[src/rtl/lfpd_pkg.sv]
`default_nettype none
package lfpd_pkg;

    localparam int unsigned ErrW   = 8;
    localparam int unsigned SumW   = 16;
    localparam int unsigned DrvW   = 13;
    localparam int unsigned GainW  = 16;
    localparam int unsigned SpdW   = 12;
    localparam int unsigned RatioW = 8;
    localparam int unsigned CfgIdxW = 3;
    localparam int unsigned CfgDatW = 16;
    localparam int unsigned AvgW   = 25;
    localparam int unsigned DivW   = 24;

    localparam logic [6:0] LOST_LINE_LIMIT = 7'd100;

    localparam logic [1:0] MODE_FIND  = 2'd0;
    localparam logic [1:0] MODE_TRACK = 2'd1;
    localparam logic [1:0] MODE_IDLE  = 2'd2;

    localparam logic [CfgIdxW-1:0] REG_KP    = 3'd0;
    localparam logic [CfgIdxW-1:0] REG_KD    = 3'd1;
    localparam logic [CfgIdxW-1:0] REG_FAST  = 3'd2;
    localparam logic [CfgIdxW-1:0] REG_CURVE = 3'd3;
    localparam logic [CfgIdxW-1:0] REG_RATIO = 3'd4;
    localparam logic [CfgIdxW-1:0] REG_DIFFD = 3'd5;
    localparam logic [CfgIdxW-1:0] REG_TRACK = 3'd6;

    typedef struct packed {
        logic                     pd;
        logic                     valid;
        logic signed [DrvW-1:0]   left;
        logic signed [DrvW-1:0]   right;
        logic [1:0]               mode;
        logic signed [SumW-1:0]   err_sum;
        logic signed [SumW-1:0]   diff_sum;
        logic signed [DrvW-1:0]   base;
    } cmd_t;

endpackage
`default_nettype wire

[src/rtl/line_follow_pd_speed_control.sv]
// Path: a sample needing no drive computation goes from the queue into the output register.
// A control update with PD drive runs two 24-step shift-subtract divisions (one bit a cycle),
// two gain multiplies, one sum and the output load, which waits while the output is held.
// Throughput: one sample a cycle while the queue is not full; one PD update at a time in the back end.
// Reset: asynchronous active-low rst_n clears control state and loads register defaults.
`default_nettype none
module line_follow_pd_speed_control
    import lfpd_pkg::*;
(
    input  wire logic                     clk,
    input  wire logic                     rst_n,
    input  wire logic                     in_valid,
    output logic                          in_ready,
    input  wire logic signed [ErrW-1:0]   err_sample,
    input  wire logic                     all_white,
    input  wire logic                     all_black,
    input  wire logic                     cfg_valid,
    output logic                          cfg_ready,
    input  wire logic [CfgIdxW-1:0]       cfg_index,
    input  wire logic [CfgDatW-1:0]       cfg_data,
    output logic                          out_valid,
    input  wire logic                     out_ready,
    output logic                          drive_valid,
    output logic signed [DrvW-1:0]        left_drive,
    output logic signed [DrvW-1:0]        right_drive,
    output logic [1:0]                    run_mode
);

    logic signed [GainW-1:0] kp_reg;
    logic signed [GainW-1:0] kd_reg;
    logic [SpdW-1:0]         fast_reg;
    logic [SpdW-1:0]         curve_reg;
    logic [RatioW-1:0]       ratio_reg;
    logic [RatioW-1:0]       diffd_reg;
    logic                    track_reg;

    cmd_t push_cmd;
    cmd_t head;
    logic full;
    logic empty;
    logic pop;
    logic accept;

    assign cfg_ready = 1'b1;
    assign in_ready  = !full;
    assign accept    = in_valid && in_ready;

    always_ff @(posedge clk or negedge rst_n)
    begin
        if (!rst_n)
        begin
            kp_reg    <= 16'sd7680;
            kd_reg    <= 16'sd1485;
            fast_reg  <= 12'd500;
            curve_reg <= 12'd300;
            ratio_reg <= 8'd1;
            diffd_reg <= 8'd2;
            track_reg <= 1'b0;
        end
        else if (cfg_valid)
        begin
            case (cfg_index)
                REG_KP:    kp_reg    <= cfg_data;
                REG_KD:    kd_reg    <= cfg_data;
                REG_FAST:  fast_reg  <= cfg_data[SpdW-1:0];
                REG_CURVE: curve_reg <= cfg_data[SpdW-1:0];
                REG_RATIO: ratio_reg <= cfg_data[RatioW-1:0];
                REG_DIFFD: diffd_reg <= cfg_data[RatioW-1:0];
                REG_TRACK: track_reg <= cfg_data[0];
                default:
                begin
                end
            endcase
        end
    end

    lfpd_front u_front (
        .clk              (clk),
        .rst_n            (rst_n),
        .accept           (accept),
        .err_sample       (err_sample),
        .all_white        (all_white),
        .all_black        (all_black),
        .speed_fast       (fast_reg),
        .speed_curve      (curve_reg),
        .decimation_ratio (ratio_reg),
        .tracking_allowed (track_reg),
        .cmd              (push_cmd)
    );

    lfpd_queue u_queue (
        .clk      (clk),
        .rst_n    (rst_n),
        .push     (accept),
        .push_cmd (push_cmd),
        .pop      (pop),
        .head     (head),
        .full     (full),
        .empty    (empty)
    );

    lfpd_back u_back (
        .clk              (clk),
        .rst_n            (rst_n),
        .head             (head),
        .empty            (empty),
        .pop              (pop),
        .kp_gain          (kp_reg),
        .kd_gain          (kd_reg),
        .decimation_ratio (ratio_reg),
        .diff_divisor     (diffd_reg),
        .out_valid        (out_valid),
        .out_ready        (out_ready),
        .drive_valid      (drive_valid),
        .left_drive       (left_drive),
        .right_drive      (right_drive),
        .run_mode         (run_mode)
    );

endmodule
`default_nettype wire

[src/rtl/lfpd_queue.sv]
`default_nettype none
module lfpd_queue
    import lfpd_pkg::*;
(
    input  wire logic clk,
    input  wire logic rst_n,
    input  wire logic push,
    input  cmd_t      push_cmd,
    input  wire logic pop,
    output cmd_t      head,
    output logic      full,
    output logic      empty
);

    cmd_t       mem_reg [2];
    logic       wr_ptr_reg;
    logic       rd_ptr_reg;
    logic [1:0] count_reg;

    always_ff @(posedge clk)
    begin
        if (push)
        begin
            mem_reg[wr_ptr_reg] <= push_cmd;
        end
    end

    always_ff @(posedge clk or negedge rst_n)
    begin
        if (!rst_n)
        begin
            wr_ptr_reg <= 1'b0;
            rd_ptr_reg <= 1'b0;
            count_reg  <= 2'd0;
        end
        else
        begin
            if (push)
            begin
                wr_ptr_reg <= ~wr_ptr_reg;
            end
            if (pop)
            begin
                rd_ptr_reg <= ~rd_ptr_reg;
            end
            if (push && !pop)
            begin
                count_reg <= count_reg + 2'd1;
            end
            else if (pop && !push)
            begin
                count_reg <= count_reg - 2'd1;
            end
        end
    end

    assign head  = mem_reg[rd_ptr_reg];
    assign full  = (count_reg == 2'd2);
    assign empty = (count_reg == 2'd0);

endmodule
`default_nettype wire

[src/rtl/lfpd_front.sv]
`default_nettype none
module lfpd_front
    import lfpd_pkg::*;
(
    input  wire logic                     clk,
    input  wire logic                     rst_n,
    input  wire logic                     accept,
    input  wire logic signed [ErrW-1:0]   err_sample,
    input  wire logic                     all_white,
    input  wire logic                     all_black,
    input  wire logic [SpdW-1:0]          speed_fast,
    input  wire logic [SpdW-1:0]          speed_curve,
    input  wire logic [RatioW-1:0]        decimation_ratio,
    input  wire logic                     tracking_allowed,
    output cmd_t                          cmd
);

    logic signed [ErrW-1:0] prev_err_reg, prev_err_next;
    logic signed [SumW-1:0] err_sum_reg, err_sum_next;
    logic signed [SumW-1:0] diff_sum_reg, diff_sum_next;
    logic [RatioW-1:0]      sample_count_reg, sample_count_next;
    logic [8:0]             straight_count_reg, straight_count_next;
    logic [6:0]             lost_count_reg, lost_count_next;
    logic signed [DrvW-1:0] base_speed_reg, base_speed_next;
    logic [1:0]             mode_reg, mode_next;
    logic                   mark_seen_reg, mark_seen_next;

    logic signed [SumW+1:0] err_acc;
    logic signed [SumW+1:0] diff_acc;
    logic signed [SumW-1:0] err_sat;
    logic signed [SumW-1:0] diff_sat;
    logic [8:0]             next_cnt;

    always_comb
    begin
        prev_err_next       = prev_err_reg;
        err_sum_next        = err_sum_reg;
        diff_sum_next       = diff_sum_reg;
        sample_count_next   = sample_count_reg;
        straight_count_next = straight_count_reg;
        lost_count_next     = lost_count_reg;
        base_speed_next     = base_speed_reg;
        mode_next           = mode_reg;
        mark_seen_next      = mark_seen_reg;

        err_acc  = '0;
        diff_acc = '0;
        err_sat  = '0;
        diff_sat = '0;
        next_cnt = {1'b0, sample_count_reg} + 9'd1;

        cmd          = '0;
        cmd.mode     = mode_reg;

        if (all_white && mode_reg == MODE_TRACK && lost_count_reg > LOST_LINE_LIMIT)
        begin
            cmd.valid = 1'b1;
            cmd.left  = -13'sd300;
            cmd.right = -13'sd300;
        end
        else
        begin
            if (all_white && mode_reg == MODE_TRACK)
            begin
                if (lost_count_reg != 7'd127)
                begin
                    lost_count_next = lost_count_reg + 7'd1;
                end
            end
            else
            begin
                lost_count_next = '0;
            end

            diff_acc = 18'(diff_sum_reg) + 18'(err_sample) - 18'(prev_err_reg);
            err_acc  = 18'(err_sum_reg) + 18'(err_sample);
            if (diff_acc > 18'sd32767)
                diff_sat = 16'sh7FFF;
            else if (diff_acc < -18'sd32768)
                diff_sat = 16'sh8000;
            else
                diff_sat = diff_acc[SumW-1:0];
            if (err_acc > 18'sd32767)
                err_sat = 16'sh7FFF;
            else if (err_acc < -18'sd32768)
                err_sat = 16'sh8000;
            else
                err_sat = err_acc[SumW-1:0];

            prev_err_next = err_sample;
            diff_sum_next = diff_sat;
            err_sum_next  = err_sat;

            if (next_cnt == {1'b0, decimation_ratio} && tracking_allowed)
            begin
                sample_count_next = '0;
                if (err_sample == '0)
                begin
                    if (straight_count_reg > 9'd300)
                    begin
                        base_speed_next = DrvW'({1'b0, speed_fast});
                    end
                    else if (straight_count_reg > 9'd200)
                    begin
                        base_speed_next = DrvW'({1'b0, speed_fast}) - 13'sd100;
                        straight_count_next = straight_count_reg + 9'd1;
                    end
                    else
                    begin
                        straight_count_next = straight_count_reg + 9'd1;
                    end
                end
                else
                begin
                    if (straight_count_reg > 9'd200)
                        base_speed_next = -13'sd600;
                    else if (straight_count_reg > 9'd100)
                        base_speed_next = -13'sd400;
                    else
                        base_speed_next = DrvW'({1'b0, speed_curve});
                    straight_count_next = '0;
                end

                unique case (mode_reg)
                    MODE_FIND:
                    begin
                        if (all_black && !mark_seen_reg)
                        begin
                            mark_seen_next = 1'b1;
                        end
                        else if (!all_black && mark_seen_reg)
                        begin
                            mark_seen_next = 1'b0;
                            mode_next      = MODE_TRACK;
                        end
                    end
                    MODE_TRACK:
                    begin
                        cmd.valid = 1'b1;
                        if (all_black)
                        begin
                            mode_next = MODE_IDLE;
                        end
                        else
                        begin
                            cmd.pd = 1'b1;
                        end
                    end
                    default:
                    begin
                    end
                endcase

                cmd.mode     = mode_next;
                cmd.err_sum  = err_sat;
                cmd.diff_sum = diff_sat;
                cmd.base     = base_speed_next;
                err_sum_next  = '0;
                diff_sum_next = '0;
            end
            else if (next_cnt > {1'b0, decimation_ratio})
            begin
                sample_count_next = '0;
            end
            else
            begin
                sample_count_next = next_cnt[RatioW-1:0];
            end
        end
    end

    always_ff @(posedge clk or negedge rst_n)
    begin
        if (!rst_n)
        begin
            prev_err_reg       <= '0;
            err_sum_reg        <= '0;
            diff_sum_reg       <= '0;
            sample_count_reg   <= '0;
            straight_count_reg <= '0;
            lost_count_reg     <= '0;
            base_speed_reg     <= '0;
            mode_reg           <= MODE_FIND;
            mark_seen_reg      <= 1'b0;
        end
        else if (accept)
        begin
            prev_err_reg       <= prev_err_next;
            err_sum_reg        <= err_sum_next;
            diff_sum_reg       <= diff_sum_next;
            sample_count_reg   <= sample_count_next;
            straight_count_reg <= straight_count_next;
            lost_count_reg     <= lost_count_next;
            base_speed_reg     <= base_speed_next;
            mode_reg           <= mode_next;
            mark_seen_reg      <= mark_seen_next;
        end
    end

endmodule
`default_nettype wire

[src/rtl/lfpd_back.sv]
`default_nettype none
module lfpd_back
    import lfpd_pkg::*;
(
    input  wire logic                     clk,
    input  wire logic                     rst_n,
    input  cmd_t                          head,
    input  wire logic                     empty,
    output logic                          pop,
    input  wire logic signed [GainW-1:0]  kp_gain,
    input  wire logic signed [GainW-1:0]  kd_gain,
    input  wire logic [RatioW-1:0]        decimation_ratio,
    input  wire logic [RatioW-1:0]        diff_divisor,
    output logic                          out_valid,
    input  wire logic                     out_ready,
    output logic                          drive_valid,
    output logic signed [DrvW-1:0]        left_drive,
    output logic signed [DrvW-1:0]        right_drive,
    output logic [1:0]                    run_mode
);

    typedef enum logic [2:0] {
        ST_IDLE, ST_DIV_E, ST_DIV_D, ST_MUL_P, ST_MUL_D, ST_SUM, ST_DONE
    } state_t;

    state_t                   state_reg;
    logic [4:0]               cnt_reg;
    logic [DivW-1:0]          dvd_reg;
    logic [8:0]               rem_reg;
    logic                     neg_reg;
    logic signed [SumW-1:0]   dsum_reg;
    logic signed [DrvW-1:0]   base_reg;
    logic [1:0]               mode_reg;
    logic signed [AvgW-1:0]   ea_reg;
    logic signed [AvgW-1:0]   da_reg;
    logic signed [40:0]       pk_reg;
    logic signed [40:0]       pd_reg;
    logic signed [42:0]       s_reg;
    logic                     ov_reg;
    logic                     dv_reg;
    logic signed [DrvW-1:0]   l_reg;
    logic signed [DrvW-1:0]   r_reg;
    logic [1:0]               rm_reg;

    logic                     out_free;
    logic [8:0]               trial;
    logic                     qbit;
    logic [8:0]               rem_step;
    logic [RatioW-1:0]        divisor;
    logic [DivW-1:0]          quo_full;
    logic signed [AvgW-1:0]   quo_signed;
    logic [SumW-1:0]          dsum_mag;
    logic signed [42:0]       base_sh;
    logic signed [42:0]       s_left;
    logic signed [42:0]       s_right;
    logic signed [25:0]       q_left;
    logic signed [25:0]       q_right;
    logic signed [DrvW-1:0]   sat_left;
    logic signed [DrvW-1:0]   sat_right;

    function automatic logic signed [25:0] trunc_shift(input logic signed [42:0] v);
        logic signed [42:0] t;
        t = v + (v[42] ? 43'sd131071 : 43'sd0);
        return t[42:17];
    endfunction

    function automatic logic signed [DrvW-1:0] sat13(input logic signed [25:0] v);
        if (v > 26'sd4095)
            return 13'sd4095;
        else if (v < -26'sd4096)
            return -13'sd4096;
        else
            return v[DrvW-1:0];
    endfunction

    assign out_free = !ov_reg || out_ready;
    assign pop      = (state_reg == ST_IDLE) && !empty && (head.pd || out_free);

    always_comb
    begin
        divisor = (state_reg == ST_DIV_E) ? decimation_ratio
                : ((diff_divisor == '0) ? 8'd1 : diff_divisor);
        trial   = {rem_reg[7:0], dvd_reg[DivW-1]};
        qbit    = (trial >= {1'b0, divisor});
        rem_step = qbit ? (trial - {1'b0, divisor}) : trial;
        quo_full = {dvd_reg[DivW-2:0], qbit};
        quo_signed = neg_reg ? -$signed({1'b0, quo_full}) : $signed({1'b0, quo_full});
        dsum_mag = dsum_reg[SumW-1] ? SumW'(-dsum_reg) : dsum_reg;
        base_sh  = 43'(base_reg) <<< 17;
        s_left   = s_reg;
        s_right  = (base_sh <<< 1) - s_reg;
        q_left   = trunc_shift(s_left);
        q_right  = trunc_shift(s_right);
        sat_left  = sat13(q_left);
        sat_right = sat13(q_right);
    end

    always_ff @(posedge clk)
    begin
        case (state_reg)
            ST_IDLE:
            begin
                if (pop && head.pd)
                begin
                    dvd_reg  <= {(head.err_sum[SumW-1] ? SumW'(-head.err_sum)
                                                       : head.err_sum), 8'd0};
                    neg_reg  <= head.err_sum[SumW-1];
                    rem_reg  <= '0;
                    dsum_reg <= head.diff_sum;
                    base_reg <= head.base;
                    mode_reg <= head.mode;
                end
            end
            ST_DIV_E, ST_DIV_D:
            begin
                dvd_reg <= quo_full;
                rem_reg <= rem_step;
                if (cnt_reg == 5'(DivW - 1))
                begin
                    if (state_reg == ST_DIV_E)
                    begin
                        ea_reg  <= quo_signed;
                        dvd_reg <= {dsum_mag, 8'd0};
                        neg_reg <= dsum_reg[SumW-1];
                        rem_reg <= '0;
                    end
                    else
                    begin
                        da_reg <= quo_signed;
                    end
                end
            end
            ST_MUL_P: pk_reg <= 41'(kp_gain) * 41'(ea_reg);
            ST_MUL_D: pd_reg <= 41'(kd_gain) * 41'(da_reg);
            ST_SUM:   s_reg  <= base_sh + 43'(pk_reg) + 43'(pd_reg);
            default:
            begin
            end
        endcase
    end

    always_ff @(posedge clk or negedge rst_n)
    begin
        if (!rst_n)
        begin
            state_reg <= ST_IDLE;
            cnt_reg   <= '0;
            ov_reg    <= 1'b0;
            dv_reg    <= 1'b0;
            l_reg     <= '0;
            r_reg     <= '0;
            rm_reg    <= MODE_FIND;
        end
        else
        begin
            if (ov_reg && out_ready)
            begin
                ov_reg <= 1'b0;
            end
            unique case (state_reg)
                ST_IDLE:
                begin
                    cnt_reg <= '0;
                    if (pop)
                    begin
                        if (head.pd)
                        begin
                            state_reg <= ST_DIV_E;
                        end
                        else
                        begin
                            ov_reg <= 1'b1;
                            dv_reg <= head.valid;
                            l_reg  <= head.left;
                            r_reg  <= head.right;
                            rm_reg <= head.mode;
                        end
                    end
                end
                ST_DIV_E, ST_DIV_D:
                begin
                    if (cnt_reg == 5'(DivW - 1))
                    begin
                        cnt_reg   <= '0;
                        state_reg <= (state_reg == ST_DIV_E) ? ST_DIV_D : ST_MUL_P;
                    end
                    else
                    begin
                        cnt_reg <= cnt_reg + 5'd1;
                    end
                end
                ST_MUL_P: state_reg <= ST_MUL_D;
                ST_MUL_D: state_reg <= ST_SUM;
                ST_SUM:   state_reg <= ST_DONE;
                ST_DONE:
                begin
                    if (out_free)
                    begin
                        ov_reg    <= 1'b1;
                        dv_reg    <= 1'b1;
                        l_reg     <= sat_left;
                        r_reg     <= sat_right;
                        rm_reg    <= mode_reg;
                        state_reg <= ST_IDLE;
                    end
                end
                default: state_reg <= ST_IDLE;
            endcase
        end
    end

    assign out_valid   = ov_reg;
    assign drive_valid = dv_reg;
    assign left_drive  = l_reg;
    assign right_drive = r_reg;
    assign run_mode    = rm_reg;

    a_pop_idle: assert property (@(posedge clk) disable iff (!rst_n)
        pop |-> state_reg == ST_IDLE)
        else $error("queue popped while busy");

    a_cnt_range: assert property (@(posedge clk) disable iff (!rst_n)
        (state_reg == ST_DIV_E || state_reg == ST_DIV_D) |-> cnt_reg < 5'(DivW))
        else $error("divider step count out of range");

    a_done_load: assert property (@(posedge clk) disable iff (!rst_n)
        (state_reg == ST_DONE && out_free) |=> (ov_reg && dv_reg && state_reg == ST_IDLE))
        else $error("drive result not loaded");

    a_pd_track: assert property (@(posedge clk) disable iff (!rst_n)
        (state_reg == ST_DONE && out_free) |=> rm_reg == MODE_TRACK)
        else $error("drive computed outside tracking");

endmodule
`default_nettype wire
[config.mk]
export PLATFORM = sky130hd
export DESIGN_NAME = line_follow_pd_speed_control
export DESIGN_NICKNAME = d
export VERILOG_FILES = /design/src/rtl/lfpd_pkg.sv /design/src/rtl/line_follow_pd_speed_control.sv /design/src/rtl/lfpd_queue.sv /design/src/rtl/lfpd_front.sv /design/src/rtl/lfpd_back.sv
export SDC_FILE = /design/constraint.sdc
export NUM_CORES = 2
export LEC_CHECK = 0
export BUFFER_PORTS_ARGS = -buffer_cell sky130_fd_sc_hd__buf_2
export CORE_MARGIN = 5
export CORE_UTILIZATION = 28
export CTS_BUF_LIST = sky130_fd_sc_hd__clkbuf_8
export DETAILED_ROUTE_END_ITERATION = 16
export GPL_TIMING_DRIVEN = 0
export PLACE_DENSITY = 0.41
export SLEW_MARGIN = 15
export SYNTH_ARGS = -nofsm -noshare
export SYNTH_HDL_FRONTEND = slang
export SYNTH_SLANG_ARGS = --single-unit
export TNS_END_PERCENT = 5
[constraint.sdc]
create_clock -name clk -period 7.9 [get_ports clk]
set_input_delay 0.79 -clock clk [delete_from_list [all_inputs] [get_ports clk]]
set_output_delay 0.79 -clock clk [all_outputs]
set_load 0.005 [all_outputs]
==> PnR_summary.wiki <==
{| class="wikitable"
! Metric !! Value
|-
| Post-synth design cell area || just under 60000 sq um
|-
| Worst Setup End Kind || flop
|-
| Clock Sinks || approximately 530
|-
| Input/output buffers || 62
|-
| WP data required || 8410 ps
|-
| Clk_skew || approximately 68 ps
|-
| Chip width || about 460 um
|-
| Final setup fails || 0
|-
| Ratio of cells with drive above 1 in the final layout || under 10%
|-
| Core outline area || just over 200000 sq um
|-
| Post-synth ARST share || approximately 37%
|-
| Antenna Violating Nets Remaining || 0
|-
| Number of global-route vias before repair || 42879
|-
| Actual transition at the worst max-transition pin || 1090 ps
|-
| Area after DPL || slightly above 60000 sq um
|-
| Cell at the root of the clock tree || clkbuf_8
|-
| Status || finished, final reports clean
|-
| Final Hold Vio Count || 0
|-
| Min-delay worst type || primary input to flop
|-
| Met3 WL post-DR || around 9300 um
|-
| Setup repair after global routing missed its margin || true
|-
| Top-level port count || 66
|-
| Gate Count Post-Synth || about 5800
|-
| Post-Syn Nets || around 7000
|-
| Share of the clock period used by the worst path after layout || a little over nine tenths
|-
| Flip-flop count of the largest register after layout || 100
|-
| Number of flops mapped to enable cells by yosys || between 300 and 400
|-
| Max Root-Sink Buffers || 3
|-
| Commonest non-fill, non-tap cell in the layout || inv_1
|-
| Number of distinct library cells after synthesis || 96
|-
| DRT Pass-1 Iters || 6
|-
| Die Footprint || approximately 220000 sq um
|-
| Row Count || 166
|-
| DPL Wire Length || between 100000 and 150000 um
|-
| Gr ovfl total || 0
|-
| Top library cells by usage in the layout, fill and taps aside || 965 x inv_1, 819 x fa_1, 759 x nand2_1
|-
| Number of synthesized register bits || around 530
|-
| Maximum level of the CTS H-tree || 3
|-
| Register area share after synthesis || 26.1%
|-
| Clk Latency, worst-skew pair || a little over 800 ps
|-
| Cell area after layout || roughly 65000 sq um
|-
| Average size of a mapped cell || 9.95 sq um
|-
| Min Clock Period, post-route || 7730 ps
|-
| Initial cell density of the core || approximately 28%
|-
| Worst-path maximum fanout || 10
|-
| Final Wtd Congestion || about 0.86
|-
| Overall routed net length || 182000 um
|-
| Count of final max-slew check failures || 0
|-
| Number of clock buffers inserted by TritonCTS || 97
|-
| Number of cells in the finished layout apart from fillers || 8794
|-
| Detailed-route wire length per cell || around 21 um
|-
| Number of placed instances, taps included || 8575
|-
| Per-cell via count in the routed design || between 4 and 5
|-
| Leading register cell type out of synthesis || edfxtp_1
|-
| Arrival time at the worst endpoint || approximately 8300 ps
|-
| Max frequency || ~130 MHz
|-
| Highest routed layer || met4
|-
| Die Y-Extent || approximately 460 um
|-
| Number of design rule violations left after detail routing || 0
|-
| Max-capacitance violation count || 0
|-
| Vias after detailed routing || slightly above 40000
|-
| NumNets Final || around 7200
|-
| Antenna violations before repair || 13
|-
| Largest net degree at the start of global routing || around 90
|-
| All-Layer GR Usage || between 10% and 20%
|-
| Iteration-0 DRC count of the detailed router || 2142
|-
| Area Overhead vs Synth || 11.9%
|-
| Crit path launch type || flop
|-
| Metal2 WL || just over 80000 um
|-
| Kind of critical path || flop to flop
|-
| TritonCTS clock tree || yes
|-
| TNS Setup || 0 ps
|-
| Routed metal-1 wire length || approximately 85000 um
|-
| Count of yosys warnings during synthesis || 0
|-
| CTS clock-pin slew for the worst setup and hold paths || 60 ps
|-
| Wire length of the first global-routing pass || about 280000 um
|-
| End-of-flow core utilization || a little under a third
|-
| Slew Limit Headroom || a little over a quarter
|}
[routing by layer]
metal / vias to the layer above / global-route usage [%]
li1: 19293 / -
met1: 20499 / 23.7
met2: 837 / 27.5
met3: 191 / 2.65
met4: 0 / 4.11
met5: - / 0
[layout make-up]
class,instances,area (sq um)
tap,2688,3360
timing repair buffer,130,1090
clock inverter,71,463
inverter,936,3510
fill,21294,140000
clock buffer,112,1540
antenna,5,12.5
sequential,534,15100
buffer,186,967
multi-input combinational,4132,38600
[per-stage QoR]
step,hold WS [ps],worst slack [ps]
after floorplan,445,723
final,267,169
after global routing,213,-70.6
after global placement,470,-1520
after detailed placement,477,-1610
after CTS,148,-41.6
[path summary, 6_finish.rpt]
check	from	to	slack [ps]	cells after the start
setup / recovery	kp_reg[7]	u_back.pk_reg[39]	170	26
hold / removal	err_sample[0]	u_front.prev_err_reg[0]	270	3
setup reg to reg	kp_reg[7]	u_back.pk_reg[39]	170	26
hold reg to reg	u_front.err_sum_reg[11]	u_front.err_sum_reg[11]	490	2
max in group asynchronous	rst_n	u_front.err_sum_reg[15]	6230	4
min in group asynchronous	rst_n	u_back.left_drive[5]	460	2
[cells in the mapped netlist (172+ instances only)]
cell type	n	share of area, %
a21oi_1	210	1.8
dfrtp_1	172	7.4
edfxtp_1	339	18
o21ai_0	201	1.7
fa_1	819	28
nand2_1	759	4.9
xnor2_1	182	2.8
inv_1	936	6.1
nor2_1	244	1.6
clkbuf_1	190	1.2
ha_1	369	8.0
and2_1	288	3.1
[critical path, cell delays in order, from the launching register on]
cell and delay (ps):
dfrtp_4 570, clkbuf_4 290, nand2_1 100, fa_1 560, inv_1 60, fa_1 500
inv_1 60, fa_1 600, inv_1 80, fa_1 490, inv_1 50, fa_1 480
inv_1 50, fa_1 430, ha_1 380, a21oi_1 160, nor2b_1 70, o21ai_0 190
nand2b_1 120, o41a_1 420, a41o_1 330, nor4b_4 370, o31ai_2 170, o41ai_2 430
o21ai_2 120, o41ai_2 250, xnor2_1 140
[what timing repair did]
item                                    CTS  global route
pin swaps                                 0             7
cloned                                    0             0
resized for setup                       127            93
hold buffers                              1             0
buffers inserted                         28            21
endpoints found under the setup margin   27            11
endpoints found under the hold margin    27             0
[logic make-up (layout without fill, tap and decap cells)]
| logic type | Yosys count | in the layout | share of synthesized area (%) |
|---|---|---|---|
| AND/OR/NAND/NOR | 1726 | 1726 | 14.3 |
| flip-flops | 534 | 534 | 26.1 |
| buffers and inverters | 1141 | 1435 | 7.45 |
| multiplexers | 124 | 124 | 2.36 |
| XOR/XNOR | 271 | 271 | 4.12 |
| AO/OA/AOI/OAI | 812 | 812 | 9.10 |
| other | 1 | 6 | 0.00649 |
| adder cells (fa/ha/maj) | 1198 | 1198 | 36.5 |
Power is left out: the tool's default activity adds up to more than one toggle a clock period on the data nets, which glitch-free logic cannot reach.
